**config.mk**
```make
export PLATFORM = sky130hd
export DESIGN_NAME = ssc_ctrl
export DESIGN_NICKNAME = d
export VERILOG_FILES = /design/src/hw/rtl/ssc_pkg.sv /design/src/hw/rtl/ssc_ctrl.sv
export SDC_FILE = /design/constraint.sdc
export NUM_CORES = 1
export LEC_CHECK = 0
export BUFFER_PORTS_ARGS = -buffer_cell sky130_fd_sc_hd__clkbuf_2
export CELL_PAD_IN_SITES_DETAIL_PLACEMENT = 0
export CELL_PAD_IN_SITES_GLOBAL_PLACEMENT = 2
export CORE_UTILIZATION = 32
export CTS_BUF_LIST = sky130_fd_sc_hd__clkbuf_4 sky130_fd_sc_hd__clkbuf_8
export DETAILED_ROUTE_END_ITERATION = 8
export HOLD_SLACK_MARGIN = 0.15
export PLACE_DENSITY_LB_ADDON = 0.1
export SLEW_MARGIN = 20
export SYNTH_ARGS = -nofsm -noshare
export SYNTH_HDL_FRONTEND = slang
export SYNTH_SLANG_ARGS = --single-unit
```
**constraint.sdc**
```tcl
create_clock -name clock -period 4 [get_ports clock]
set_input_delay 0.6 -clock clock [delete_from_list [all_inputs] [get_ports clock]]
set_output_delay 0.6 -clock clock [all_outputs]
set_load 0.01 [all_outputs]
```
**src/hw/rtl/ssc_pkg.sv**
```systemverilog
package ssc_pkg;

   localparam int PATH_DEPTH = 1024;
   localparam int ADDR_W = $clog2(PATH_DEPTH);
   localparam int CNT_W = 11;
   localparam int CORDIC_STEPS = 16;
   localparam int DRAIN_CYCLES = 4;

   localparam logic signed [23:0] PI_Q20 = 24'sd3294199;
   localparam logic signed [23:0] HALF_PI_Q20 = 24'sd1647099;
   localparam logic signed [33:0] CORDIC_K_Q30 = 34'sd652032874;
   localparam logic signed [16:0] PI_Q13 = 17'sd25736;
   localparam logic signed [16:0] TWO_PI_Q13 = 17'sd51472;

   localparam logic [1:0] CSR_STEER_GAIN = 2'd0;
   localparam logic [1:0] CSR_WHEELBASE = 2'd1;
   localparam logic [1:0] CSR_POINT_COUNT = 2'd2;

   localparam logic OP_LOAD = 1'b0;
   localparam logic OP_CONTROL = 1'b1;

   typedef struct packed {
      logic               operation;
      logic [9:0]         point_index;
      logic signed [31:0] point_x;
      logic signed [31:0] point_y;
      logic signed [15:0] point_heading;
      logic signed [31:0] pos_x;
      logic signed [31:0] pos_y;
      logic signed [15:0] pos_heading;
      logic signed [15:0] speed;
   } req_type;

   typedef struct packed {
      logic signed [16:0] steer_angle;
      logic [9:0]         target_index;
      logic signed [31:0] cross_track_error;
      logic               at_final_point;
   } rsp_type;

   typedef enum logic [3:0] {
      ST_IDLE, ST_SC, ST_SC_FIN, ST_FRONT, ST_SCAN, ST_DRAIN,
      ST_MUL0, ST_MUL1, ST_MUL2, ST_MUL3, ST_ERR, ST_HEAD,
      ST_AT_INIT, ST_AT, ST_DONE
   } state_type;

   typedef enum logic [3:0] {
      DP_NOP, DP_ACCEPT, DP_SC_ITER, DP_SC_FIN, DP_FRONT, DP_SCAN,
      DP_MUL_XS_LO, DP_MUL_XS_HI, DP_MUL_YC_LO, DP_MUL_YC_HI, DP_ERR,
      DP_HEAD, DP_AT_INIT, DP_AT_ITER, DP_DONE
   } dp_op_type;

   typedef struct packed {
      dp_op_type         op;
      logic [3:0]        iter;
      logic [ADDR_W-1:0] addr;
      logic              first;
      logic [ADDR_W-1:0] end_addr;
   } dp_cmd_type;

   function automatic logic signed [23:0] atan_q20(input logic [3:0] i);
      logic signed [23:0] r;
      case (i)
         4'd0: r = 24'sd823550;
         4'd1: r = 24'sd486170;
         4'd2: r = 24'sd256879;
         4'd3: r = 24'sd130396;
         4'd4: r = 24'sd65451;
         4'd5: r = 24'sd32757;
         4'd6: r = 24'sd16383;
         4'd7: r = 24'sd8192;
         4'd8: r = 24'sd4096;
         4'd9: r = 24'sd2048;
         4'd10: r = 24'sd1024;
         4'd11: r = 24'sd512;
         4'd12: r = 24'sd256;
         4'd13: r = 24'sd128;
         4'd14: r = 24'sd64;
         4'd15: r = 24'sd32;
         default: r = 24'sd0;
      endcase
      return r;
   endfunction

endpackage

```
**src/hw/rtl/ssc_ctrl.sv**
```systemverilog
module ssc_ctrl import ssc_pkg::*; (
   input  logic             clock,
   input  logic             reset,
   input  logic             req_valid,
   input  logic             req_op,
   output logic             req_ready,
   output logic             rsp_valid,
   input  logic             rsp_ready,
   input  logic [CNT_W-1:0] point_count,
   output dp_cmd_type       cmd
);

   state_type state_ff, state_in;
   logic [3:0] iter_ff, iter_in;
   logic [CNT_W-1:0] cnt_ff, cnt_in;
   logic rsp_valid_ff, rsp_valid_in;
   logic [CNT_W-1:0] n_eff;
   logic [CNT_W-1:0] last_pt;
   logic out_free;

   always_comb begin
      if (point_count == '0) begin
         n_eff = CNT_W'(1);
      end else if (point_count > CNT_W'(PATH_DEPTH)) begin
         n_eff = CNT_W'(PATH_DEPTH);
      end else begin
         n_eff = point_count;
      end
   end

   assign last_pt = n_eff - CNT_W'(1);
   assign out_free = !rsp_valid_ff || rsp_ready;
   assign req_ready = (state_ff == ST_IDLE);
   assign rsp_valid = rsp_valid_ff;

   always_ff @(posedge clock) begin
      if (reset) begin
         state_ff <= ST_IDLE;
         iter_ff <= '0;
         cnt_ff <= '0;
         rsp_valid_ff <= 1'b0;
      end else begin
         state_ff <= state_in;
         iter_ff <= iter_in;
         cnt_ff <= cnt_in;
         rsp_valid_ff <= rsp_valid_in;
      end
   end

   always_comb begin
      state_in = state_ff;
      iter_in = iter_ff;
      cnt_in = cnt_ff;
      rsp_valid_in = rsp_valid_ff && !rsp_ready;
      cmd.op = DP_NOP;
      cmd.iter = iter_ff;
      cmd.addr = cnt_ff[ADDR_W-1:0];
      cmd.first = (cnt_ff == '0);
      cmd.end_addr = last_pt[ADDR_W-1:0];
      case (state_ff)
         ST_IDLE: begin
            if (req_valid) begin
               cmd.op = DP_ACCEPT;
               // a load item is done in the accept cycle
               if (req_op == OP_CONTROL) begin
                  iter_in = '0;
                  state_in = ST_SC;
               end
            end
         end
         ST_SC: begin
            cmd.op = DP_SC_ITER;
            iter_in = iter_ff + 4'd1;
            if (iter_ff == 4'(CORDIC_STEPS - 1)) state_in = ST_SC_FIN;
         end
         ST_SC_FIN: begin
            cmd.op = DP_SC_FIN;
            state_in = ST_FRONT;
         end
         ST_FRONT: begin
            cmd.op = DP_FRONT;
            cnt_in = '0;
            state_in = ST_SCAN;
         end
         ST_SCAN: begin
            cmd.op = DP_SCAN;
            cnt_in = cnt_ff + CNT_W'(1);
            if (cnt_ff == last_pt) begin
               cnt_in = '0;
               state_in = ST_DRAIN;
            end
         end
         ST_DRAIN: begin
            cnt_in = cnt_ff + CNT_W'(1);
            if (cnt_ff == CNT_W'(DRAIN_CYCLES - 1)) state_in = ST_MUL0;
         end
         ST_MUL0: begin
            cmd.op = DP_MUL_XS_LO;
            state_in = ST_MUL1;
         end
         ST_MUL1: begin
            cmd.op = DP_MUL_XS_HI;
            state_in = ST_MUL2;
         end
         ST_MUL2: begin
            cmd.op = DP_MUL_YC_LO;
            state_in = ST_MUL3;
         end
         ST_MUL3: begin
            cmd.op = DP_MUL_YC_HI;
            state_in = ST_ERR;
         end
         ST_ERR: begin
            cmd.op = DP_ERR;
            state_in = ST_HEAD;
         end
         ST_HEAD: begin
            cmd.op = DP_HEAD;
            state_in = ST_AT_INIT;
         end
         ST_AT_INIT: begin
            cmd.op = DP_AT_INIT;
            iter_in = '0;
            state_in = ST_AT;
         end
         ST_AT: begin
            cmd.op = DP_AT_ITER;
            iter_in = iter_ff + 4'd1;
            if (iter_ff == 4'(CORDIC_STEPS - 1)) state_in = ST_DONE;
         end
         ST_DONE: begin
            if (out_free) begin
               cmd.op = DP_DONE;
               rsp_valid_in = 1'b1;
               state_in = ST_IDLE;
            end
         end
         default: begin
            state_in = ST_IDLE;
         end
      endcase
   end

`ifndef SYNTHESIS
   a_done_sets_valid: assert property (@(posedge clock) disable iff (reset)
      (state_ff == ST_DONE && out_free) |=> rsp_valid_ff)
      else $error("result not presented after done");
   a_scan_to_drain: assert property (@(posedge clock) disable iff (reset)
      (state_ff == ST_SCAN && cnt_ff == last_pt) |=> state_ff == ST_DRAIN)
      else $error("scan did not end at last point");
   a_head_before_atan: assert property (@(posedge clock) disable iff (reset)
      (state_ff == ST_AT_INIT) |-> $past(state_ff) == ST_HEAD)
      else $error("atan started without heading read");
`endif

endmodule

```
======== Word level (Yosys, flattened, before mapping) ========
Index checks and enable logic that the tools add are counted.
word-level totals
  output and inout port bits .............. 31
  input bits .............................. 16
  register bits after elaboration ......... 20
cells by class
  order comparisons ....................... 1
  multiplexer cells ....................... 20
  reduce and logical (&&, ||, !) cells .... 12
  eq/ne operators ......................... 24
  $add $sub $neg .......................... 3
operators by type and width
  cell                     number
  $pmux W4 S15             1
  $pmux W4 S14             1
  $mux W4                  10
  $mux W11                 3
  $pmux W11 S3             1
  $eq A4 B4 Y1 const B     8
  $logic_not A11 Y1        2
  $eq A4 B3 Y1 const B     4
  $ne A2 B2 Y1 const B     7
  $pmux W4 S3              1
  $add A11 B1 Y11 const B  1
  $eq A11 B11 Y1           1
  $eq A11 B2 Y1 const B    1
  $gt A11 B11 Y1 const B   1
  $sub A11 B1 Y11 const B  1
  $eq A4 B2 Y1 const B     2
  $reduce_and A7 Y1        1
  $reduce_bool A3 Y1       2
  $add A4 B1 Y4 const B    1
  $eq A4 B1 Y1 const B     1
  $logic_not A4 Y1         1
  $mux W1                  3
  $reduce_and A3 Y1        1
  $logic_not A1 Y1         2
  other kinds (3)          3

======== Depth between registers and ports, before layout ========
Gate-level depths: netlist of the first run.
  depth after elaboration ................. 7
  mapped depth ............................ 13

======== Worst setup path after synthesis of the first run ========
No wires, ideal clock.
  kind .................................... in2reg
  start point ............................. input port point_count[10]
  end point ............................... register cnt_ff[5]
  arrival ................................. 3.369 ns
  path slack .............................. 0.483 ns
  stages on the path ...................... 12
  path through ............................ clkbuf_1 > inv_1 > clkbuf_1 > a32oi_1 > ha_1 > buf_1 > a21oi_1 > a221o_1 > a2111oi_4 > nand4_4 > o21ai_4 > a221oi_2
RTL lines
  element               RTL line        source
  from (decl)           ssc_ctrl.sv:9   input logic [CNT_W-1:0] point_count,
  to (signal assigned)  ssc_ctrl.sv:45  cnt_ff <= cnt_in;
  to (decl)             ssc_ctrl.sv:15  logic [CNT_W-1:0] cnt_ff, cnt_in;

======== Final worst setup path of the first run ========
  start point ............................. input port point_count[4]
  end point ............................... register cnt_ff[5]
between the ends
  word-level cells in the longest chain between the ends .. 7
  elaborated cells between the ends (all ways) .. 8
  classes of those cells .................. add/sub: 1; order compare: 1; eq/ne: 1; mux: 4; reduce/logical: 1
RTL lines
  element            RTL line        source
  $gt A11 B11 Y1     ssc_ctrl.sv:24  end else if (point_count > CNT_W'(PATH_DEPTH)) begin
  $mux W11           ssc_ctrl.sv:24
  $mux W11 *         ssc_ctrl.sv:22  if (point_count == '0) begin
  $sub A11 B1 Y11 *  ssc_ctrl.sv:31  assign last_pt = n_eff - CNT_W'(1);
  $eq A11 B11 Y1 *   ssc_ctrl.sv:88  if (cnt_ff == last_pt) begin
  $mux W11 *         ssc_ctrl.sv:88
  $pmux W11 S3 *     ssc_ctrl.sv:60  case (state_ff)
Mark *: on every way between the ends. The rest lies on a longest branch, timed or not.
A chain may end at the register's enable or synchronous reset.

==> impl_metrics.yaml, run 1 <==
clock_tree:
  cts-resized-gates: 0
  cts_buffers: 3
  cts.path.max_buffers: 2
  clk-insertion-delay-late_ps: 270
  root_buffer: "clkbuf_8"
  cts_tree: "yes"
  postCtsHoldBufs: 0
  clkTransAtPathRegs_ps: 80
  cts_setup_buffers: 0
  htreeDepth: 1
  cts.sinks: 20
timing:
  hold_viol: 0
  fin_skew_ps: 2.00
  setup_violations: 0
  maxClockFrequency_mhz: 297
  worstMarginPinSlew_ps: 757
  fin_crit_ps: 3360
  worst_slew_margin_rel_pct: 49.4
  min_period_over_period_pct: 84.1
  rsz0062_at_grt: "no"
  drv_slew: 0
  setup_tns_ps: 0
route:
  drt-pass1-iter-count: 4
  highest-signal-layer: "met4"
  routed_wl_mm: 6.11
  drt_iter0_drc: 114
  final_antenna_net_count: 0
  met3_length_um: 287
  drcViolationCount: 0
  vias: 2089
  met2_length_mm: 2.52
  wl_per_cell_um: 16.2
  met1_length_mm: 3.27
  routed_via_density: 5.53
setup_path:
  end_kind: "register"
  critPathBufInv: 3
  crit_required_ps: 4130
  arrival_ps: 3490
  critical_path.slowest_cell: "o21ai_4"
  critPathTopFamily: "compound AO/OA/AOI/OAI gates"
  path_max_fanout: 13
  cp_cell_sequence: "clkbuf_2, nor3_2, a32oi_1, ha_1, buf_4, inv_1, xnor3_1, o2111ai_1, a2111oi_4, nand4_4, o21ai_4, a221oi_2"
  start_kind: "input pin"
  max_stage_delay_ps: 390
  critPathKind: "input pin to register"
pwr:
  p_sw_w: 0.000208
  pwr-share-comb_pct: 29.3
  pwr-share-seq_pct: 36.8
  p_per_area_nw_per_um2: 259
  switching_share_pct: 33.3
  p_int_w: 0.000416
  p_clk_share_pct: 33.9
  leakage_nw: 0.895
  ir_drop_mv: 0.135
finish:
  fin_nets: 322
  layout-drive-gt1-share_pct: 27.6
  area_growth_pct: 13.4
  final_cells: 378
  final_util_pct: 37.7
  n_fill_cell: 690
  num_antenna_cells: 0
synth:
  synth_top_area_cell: "dfxtp_1"
  ys_types: 68
  synth_edf_count: 0
  synth_area_leaders: "dfxtp_1 (19%), a211oi_2 (4.7%), nor2_1 (4.4%)"
  syn_nets: 294
  synth_seq_cells: 20
  yosys-top-cells-count: "nor2_1 (25), dfxtp_1 (20), a21oi_1 (18), nand2_1 (18), clkbuf_1 (15)"
  ys_warn_count: 0
  async_flop_share_pct: 0
  yosysTopAreaCellShare_pct: 18.8
  yosys_most_used_dff: "dfxtp_1"
  synth_area_um2: 2120
  ys_seq_area_share_pct: 18.8
  avgSynthCellArea_um2: 7.75
  synth_cells: 274
  synth_most_common_cell: "nor2_1"
worst_hold_path:
  hold_class: "register to register"
die:
  io_pins: 47
  dieArea_um2: 6970
  rows: 29
  die_h_um: 83.5
  initial_utilization_pct: 33.3
  coreArea_um2: 6390
  die_x_um: 83.5
grt:
  grt_max_degree: 25
  grt_pass1_vias: 1875
  grt_pass1_wl_mm: 9.99
  gr-usage-all-layers_pct: 17.5
  grt_remaining_overflow: 0
  antenna_found_initial: 0
placement:
  placedCellCount: 374
  place_congestion: 0.819
  portBuffers: 46
  dp_hpwl_mm: 4.48
run_status:
  status: "complete, no violations"
job:
  cap_viol_max_count: 0
-- final timing paths --
path	to	cells past startpoint	slack (ps)	from
worst max-delay path	cnt_ff[5]	12	640	point_count[4]
worst min-delay path	iter_ff[0]	2	520	iter_ff[0]
worst max register to register	cnt_ff[5]	6	1610	state_ff[0]
worst min register to register	iter_ff[0]	2	520	iter_ff[0]
-- stage by stage --
| stage | instance area [um2] | hold slack, ps | power (W) | worst slack [ps] |
|---|---|---|---|---|
| floorplan | 2120 | 516 | 0.000355 | 483 |
| global placement | 2340 | 492 | 0.000420 | 418 |
| detailed placement | 2340 | 506 | 0.000417 | 378 |
| CTS | 2410 | 519 | 0.000630 | 666 |
| global route | 2410 | 544 | 0.000656 | 391 |
| finish | 2410 | 521 | 0.000624 | 635 |
-- registers in the layout, indices dropped and copies added, names as in the netlist --
| register | flops |
|---|---|
| rsp_valid | 1 |
| iter_ff | 4 |
| state_ff | 4 |
| cnt_ff | 11 |
-- power by group through the flow --
stage / Clock, W / Sequential (W) / Combinational (W)
floorplan: 0 / 0.000218 / 0.000137
global placement: 0 / 0.000234 / 0.000185
detailed placement: 0 / 0.000234 / 0.000183
CTS: 0.000217 / 0.000230 / 0.000183
global route: 0.000223 / 0.000232 / 0.000200
finish: 0.000212 / 0.000229 / 0.000183
-- worst register-to-register path, stage by stage (launching register included) --
cell and delay, ps:
dfxtp_1 820, nand3b_1 290, a21oi_1 190, buf_4 190, nand4_1 170, or3_1 410
a221oi_2 230
-- cells by family after synthesis --
| logic type | after synthesis | synth area share (%) |
|---|---|---|
| flops | 20 | 18.8 |
| fa+ha+maj | 4 | 2.36 |
| buf+inv | 42 | 9.95 |
| simple gates | 116 | 32.2 |
| mux | 3 | 1.47 |
| compound gates | 75 | 28.7 |
| xor+xnor | 14 | 6.42 |
-- final cells by class --
| class | count | area, um2 | area share, % |
|---|---|---|---|
| Clock buffer | 3 | 41.3 | 1.71 |
| Clock inverter | 1 | 30.0 | 1.25 |
| Inverter | 12 | 45.0 | 1.87 |
| Multi-Input combinational cell | 212 | 1510 | 62.8 |
| Sequential cell | 20 | 400 | 16.6 |
| Tap cell | 77 | 96.3 | 4.00 |
| Timing Repair Buffer | 53 | 283 | 11.7 |
-- per-layer routing --
layer,track usage [%],up-vias
met5,0,-
met4,2.31,0
met3,2.57,2
met2,24.4,52
met1,28.4,979
li1,-,1056
-- cells in the final DEF (no fill, tap or decap), types with 2 or more instances in the layout --
cell	netlist	layout
a21oi_1	18	18
and3_1	3	3
nand2_1	18	18
ha_1	4	4
nor2_1	25	25
clkbuf_2	0	46
nand3_1	9	9
o2111ai_1	3	3
a22oi_1	3	3
and2_1	3	3
a2111oi_4	2	2
buf_4	10	7
o21bai_1	2	2
inv_1	12	12
nor4_1	4	4
xor2_1	7	7
a221o_1	2	2
nor2b_1	6	6
a211oi_2	8	8
nor3_2	2	2
a211oi_1	2	2
clkbuf_8	0	3
nor3_1	7	7
o21ai_0	12	12
o211ai_1	4	4
nand2b_1	5	5
or3_1	7	7
nor3b_1	4	4
mux2i_1	2	2
nand4_1	7	7
xnor2_1	6	6
dfxtp_1	20	20
a21o_1	4	4
No activity file was read; power rests on OpenSTA's default activity.
==> inputs of run 2 (changes only) <==
- clock period: 4 -> 3.31 ns (I/O delays scaled with it)
==> run 2 against run 1 <==
Net effect: critical path depth stayed put; count of clock-buffer cells in the layout is 1 higher; clock power shrank 9.4%; cell area rose by 4.6%; cell count up 4.2%; non-clock buffer count is 16 higher.
==> impl_metrics.yaml, run 2 (same netlist as run 1, synthesis figures left out) <==
run_status:
  status: "complete, no violations"
finish:
  fin_nets: 338
  final_area_um2: 2520
  multi_input_area_um2: 1520
  num_antenna_cells: 0
  final_common_cell: "clkbuf_2"
  largestRegisters: "cnt_ff (11), iter_ff (4), state_ff (4)"
  n_fill_cell: 693
  mostFrequentLayoutCells: "clkbuf_2 (46), nor2_1 (25), buf_4 (23)"
  area.sequential_um2: 400
  largest_reg_flops: 11
  area_growth_pct: 18.6
  largest-register: "cnt_ff"
  layout-drive-gt1-share_pct: 31.5
  final_util_pct: 39.5
timing:
  rsz0062_at_grt: "no"
  setup_violations: 0
  hold_viol: 0
  fin_crit_ps: 3030
  worst_slew_margin_rel_pct: 57.9
  fin_skew_ps: 2.41
  min_period_over_period_pct: 91.4
  maxClockFrequency_mhz: 330
  drv_slew: 0
  worstMarginPinSlew_ps: 630
grt:
  gr-usage-all-layers_pct: 17.3
  grt_pass1_wl_mm: 9.82
  antenna_found_initial: 0
  grt_max_degree: 24
  grt_pass1_vias: 1897
  grt_remaining_overflow: 0
clock_tree:
  htreeDepth: 1
  root_buffer: "clkbuf_8"
  cts.path.max_buffers: 2
  clk-insertion-delay-late_ps: 260
  cts.sinks: 20
  cts_setup_buffers: 0
  postCtsHoldBufs: 0
  cts_buffers: 3
  clkTransAtPathRegs_ps: 80
  cts-resized-gates: 0
  cts_tree: "yes"
setup_path:
  arrival_ps: 3150
  start_kind: "input pin"
  critPathKind: "input pin to register"
  r2r_start: "cnt_ff[6]"
  path_max_fanout: 11
  end_kind: "register"
  cp-startpoint: "point_count[8]"
  crit_required_ps: 3430
worst_hold_path:
  hold_class: "register to register"
  hp-start: "iter_ff[0]"
pwr:
  p_per_area_nw_per_um2: 280
  leakage_nw: 0.971
  ir_drop_mv: 0.168
die:
  rows: 29
  initial_utilization_pct: 33.3
  coreArea_um2: 6390
  dieArea_um2: 6970
  die_x_um: 83.5
  io_pins: 47
  die_h_um: 83.5
placement:
  portBuffers: 46
  place_congestion: 0.797
  place_area_um2: 2460
  dp_hpwl_mm: 4.64
route:
  drt_iter0_drc: 132
  routed_wl_mm: 6.06
  routed_via_density: 5.36
  drcViolationCount: 0
  wl_per_cell_um: 15.4
  drt-pass1-iter-count: 4
  vias: 2113
  final_antenna_net_count: 0
job:
  cap_viol_max_count: 0
-- run 2: cell types whose count changed in the layout (fill, tap and decap cells not counted) --
cell,before,now
a32oi_1,1,0
a32oi_2,0,1
buf_4,7,23
bufinv_16,1,0
clkbuf_8,3,4
o311ai_0,1,0
o311ai_1,0,1
-- run 2: power breakdown --
part	total [W]	leakage (nW)	switching, W	internal [W]
logic	0.000253	0.781	0.000146	0.000106
clock network	0.000192	0.0288	0.0000856	0.000106
registers	0.000260	0.162	0.0000116	0.000249
-- run 2: layout make-up --
class                   count  area share [%]
clock buffers               4            2.18
well taps                  77            3.82
repair buffers             69            16.0
multi-input cells         212            60.3
flip-flops and latches     20            15.9
inverters                  12            1.79
-- run 2: worst max-delay path, stage by stage --
cell and delay (ps):
clkbuf_2 100, nor4_2 340, a32oi_2 170, ha_1 230, buf_4 170, inv_1 170
nor3_1 70, a221o_1 310, a2111oi_4 360, nand4_4 220, o21ai_4 380, a221oi_2 120
-- run 2: final timing paths --
check,end,slack (ps),cells after the start
max,cnt_ff[5],280,12
min,iter_ff[0],520,2
max reg2reg,cnt_ff[5],1090,7
min reg2reg,iter_ff[0],520,2
-- run 2: per-layer routing --
metal	part of all wire, %	track usage [%]
met5	0	0
met4	0.92	3.08
met3	5.6	3.26
met2	41	23.4
met1	53	27.8
-- run 2: through the flow --
step                setup WS, ps  std cells  hold WS [ps]  TNS [ps]  total power (W)
finish                       283        394           517         0         0.000705
global route                89.5        394           544         0         0.000753
detailed placement         -13.6        390           506     -90.8         0.000519
floorplan                   26.6        274           516         0         0.000430
global placement            21.2        390           490         0         0.000522
CTS                          263        394           519         0         0.000712
==> inputs of run 3 (changes only) <==
- CORE_UTILIZATION: 32 -> 35
- RECOVER_POWER: not set -> 50
- clock period: 3.31 -> 3.6 ns (I/O delays scaled with it)
==> run 3 against run 2 <==
Net effect: cell count shrank 2.3%; clock power rose by 21%; setup slack improved by 160 ps; non-clock buffer count down 7; die area is 8.4% lower.
==> impl_metrics.yaml, run 3 (same netlist as run 1, synthesis figures left out) <==
route:
  final_antenna_net_count: 0
  drt-pass1-iter-count: 4
  vias: 2140
  routed_wl_mm: 6.26
  drcViolationCount: 0
  drt_iter0_drc: 63
  routed_via_density: 5.56
  wl_per_cell_um: 16.3
clock_tree:
  cts_tree: "yes"
  root_buffer: "clkbuf_8"
  cts.sinks: 20
  cts_buffers: 3
  cts.path.max_buffers: 2
  clkTransAtPathRegs_ps: 80
  cts-resized-gates: 0
  postCtsHoldBufs: 0
  htreeDepth: 1
  clk-insertion-delay-late_ps: 260
  cts_setup_buffers: 0
setup_path:
  end_kind: "register"
  cp_cell_sequence: "clkbuf_2, nor4_2, a32oi_1, ha_1, nor2b_1, and3_1, a221o_1, a2111oi_4, nand4_4, o21ai_4, a211oi_2"
  start_kind: "input pin"
  worstReg2RegEnd: "cnt_ff[5]"
  critical_path.slowest_cell: "o21ai_4"
  reg2reg_slack_ps: 1300
  crit_required_ps: 3720
  arrival_ps: 3280
  path_max_fanout: 9
  r2r_start: "state_ff[1]"
  ff2ff_path_depth: 6
  critPathKind: "input pin to register"
  max_stage_delay_ps: 370
timing:
  rsz0062_at_grt: "no"
  setup_violations: 0
  hold_viol: 0
  fin_ws_ps: 444
  fin_crit_ps: 3160
  maxClockFrequency_mhz: 317
  setup_tns_ps: 0
  fin_skew_ps: 2.41
  worst_slew_margin_rel_pct: 57.9
  min_period_over_period_pct: 87.7
  drv_slew: 0
  worstMarginPinSlew_ps: 630
grt:
  gr-usage-all-layers_pct: 20.0
  grt_pass1_vias: 2079
  use_met1_pct: 23.5
  use_met2_pct: 38.5
  grt_use_met3_pct: 1.37
  grt_pass1_wl_mm: 10.2
  grt_remaining_overflow: 0
  top_usage_layer: "met2"
  grt_max_degree: 25
  antenna_found_initial: 0
finish:
  fin_nets: 331
  largest_reg_flops: 11
  final_cells: 385
  final_common_cell: "clkbuf_2"
  mostFrequentLayoutCells: "clkbuf_2 (29), nor2_1 (25), dfxtp_1 (20)"
  largest-register: "cnt_ff"
  largestRegisters: "cnt_ff (11), iter_ff (4), state_ff (4)"
  n_fill_cell: 665
  area_growth_pct: 15.4
  layout-drive-gt1-share_pct: 24.2
  num_antenna_cells: 0
run_status:
  status: "complete, no violations"
placement:
  pre_cts_ws_ps: 142
  portBuffers: 46
  place_congestion: 0.806
  placedCellCount: 381
  dp_hpwl_mm: 4.65
die:
  coreArea_um2: 5890
  io_pins: 47
  die_x_um: 79.9
  dieArea_um2: 6390
  die_h_um: 79.9
  initial_utilization_pct: 36.1
  rows: 28
pwr:
  leakage_nw: 0.881
  ir_drop_mv: 0.146
  p_per_area_nw_per_um2: 285
job:
  cap_viol_max_count: 0
worst_hold_path:
  hp-start: "iter_ff[0]"
  hold_end: "iter_ff[0]"
  hold_depth: 2
  hold_class: "register to register"
## run 3: metrics by stage
| step | power (W) | instance area (um2) | util [%] | hold slack (ps) |
|---|---|---|---|---|
| detailed placement | 0.000471 | 2400 | 40.8 | 506 |
| global placement | 0.000474 | 2400 | 40.8 | 491 |
| finish | 0.000698 | 2450 | 41.7 | 513 |
| CTS | 0.000706 | 2470 | 42.0 | 520 |
| floorplan | 0.000394 | 2120 | - | 516 |
| global route | 0.000735 | 2450 | 41.7 | 550 |
## run 3: routing by layer
layer | routed length (um) | up-vias | share of wire (%)
met2 | 3230 | 33 | 52
met5 | 0 | - | 0
met4 | 51 | 0 | 0.81
met3 | 127 | 4 | 2.0
met1 | 2850 | 1024 | 46
li1 | - | 1079 | -
## run 3: critical path: cells and delay by family
kind | cells | cell delay (ps)
simple gates | 4 | 950
compound gates | 5 | 1330
fa+ha+maj | 1 | 330
buf+inv | 1 | 120
## run 3: how the worst max path moves through the flow
stage                          from         end  slack (ps)
finish               point_count[9]  cnt_ff[10]         440
CTS                 point_count[10]  cnt_ff[10]         430
global placement    point_count[10]   cnt_ff[5]         170
global route         point_count[9]  cnt_ff[10]         250
floorplan           point_count[10]   cnt_ff[5]         140
detailed placement  point_count[10]   cnt_ff[7]         140
## run 3: layout make-up
| cell class | instances | area, um2 | area share, % |
|---|---|---|---|
| Clock inverter | 1 | 30.0 | 1.22 |
| Clock buffer | 3 | 41.3 | 1.68 |
| Tap cell | 75 | 93.8 | 3.83 |
| Sequential cell | 20 | 400 | 16.3 |
| Timing Repair Buffer | 62 | 329 | 13.4 |
| Inverter | 12 | 45.0 | 1.84 |
| Multi-Input combinational cell | 212 | 1510 | 61.7 |
## run 3: power by group
group	leakage (nW)	internal, W	total [W]	switching, W
sequential	0.162	0.000229	0.000244	0.0000156
combinational	0.684	0.0000905	0.000220	0.000130
clock	0.0357	0.000149	0.000233	0.0000845
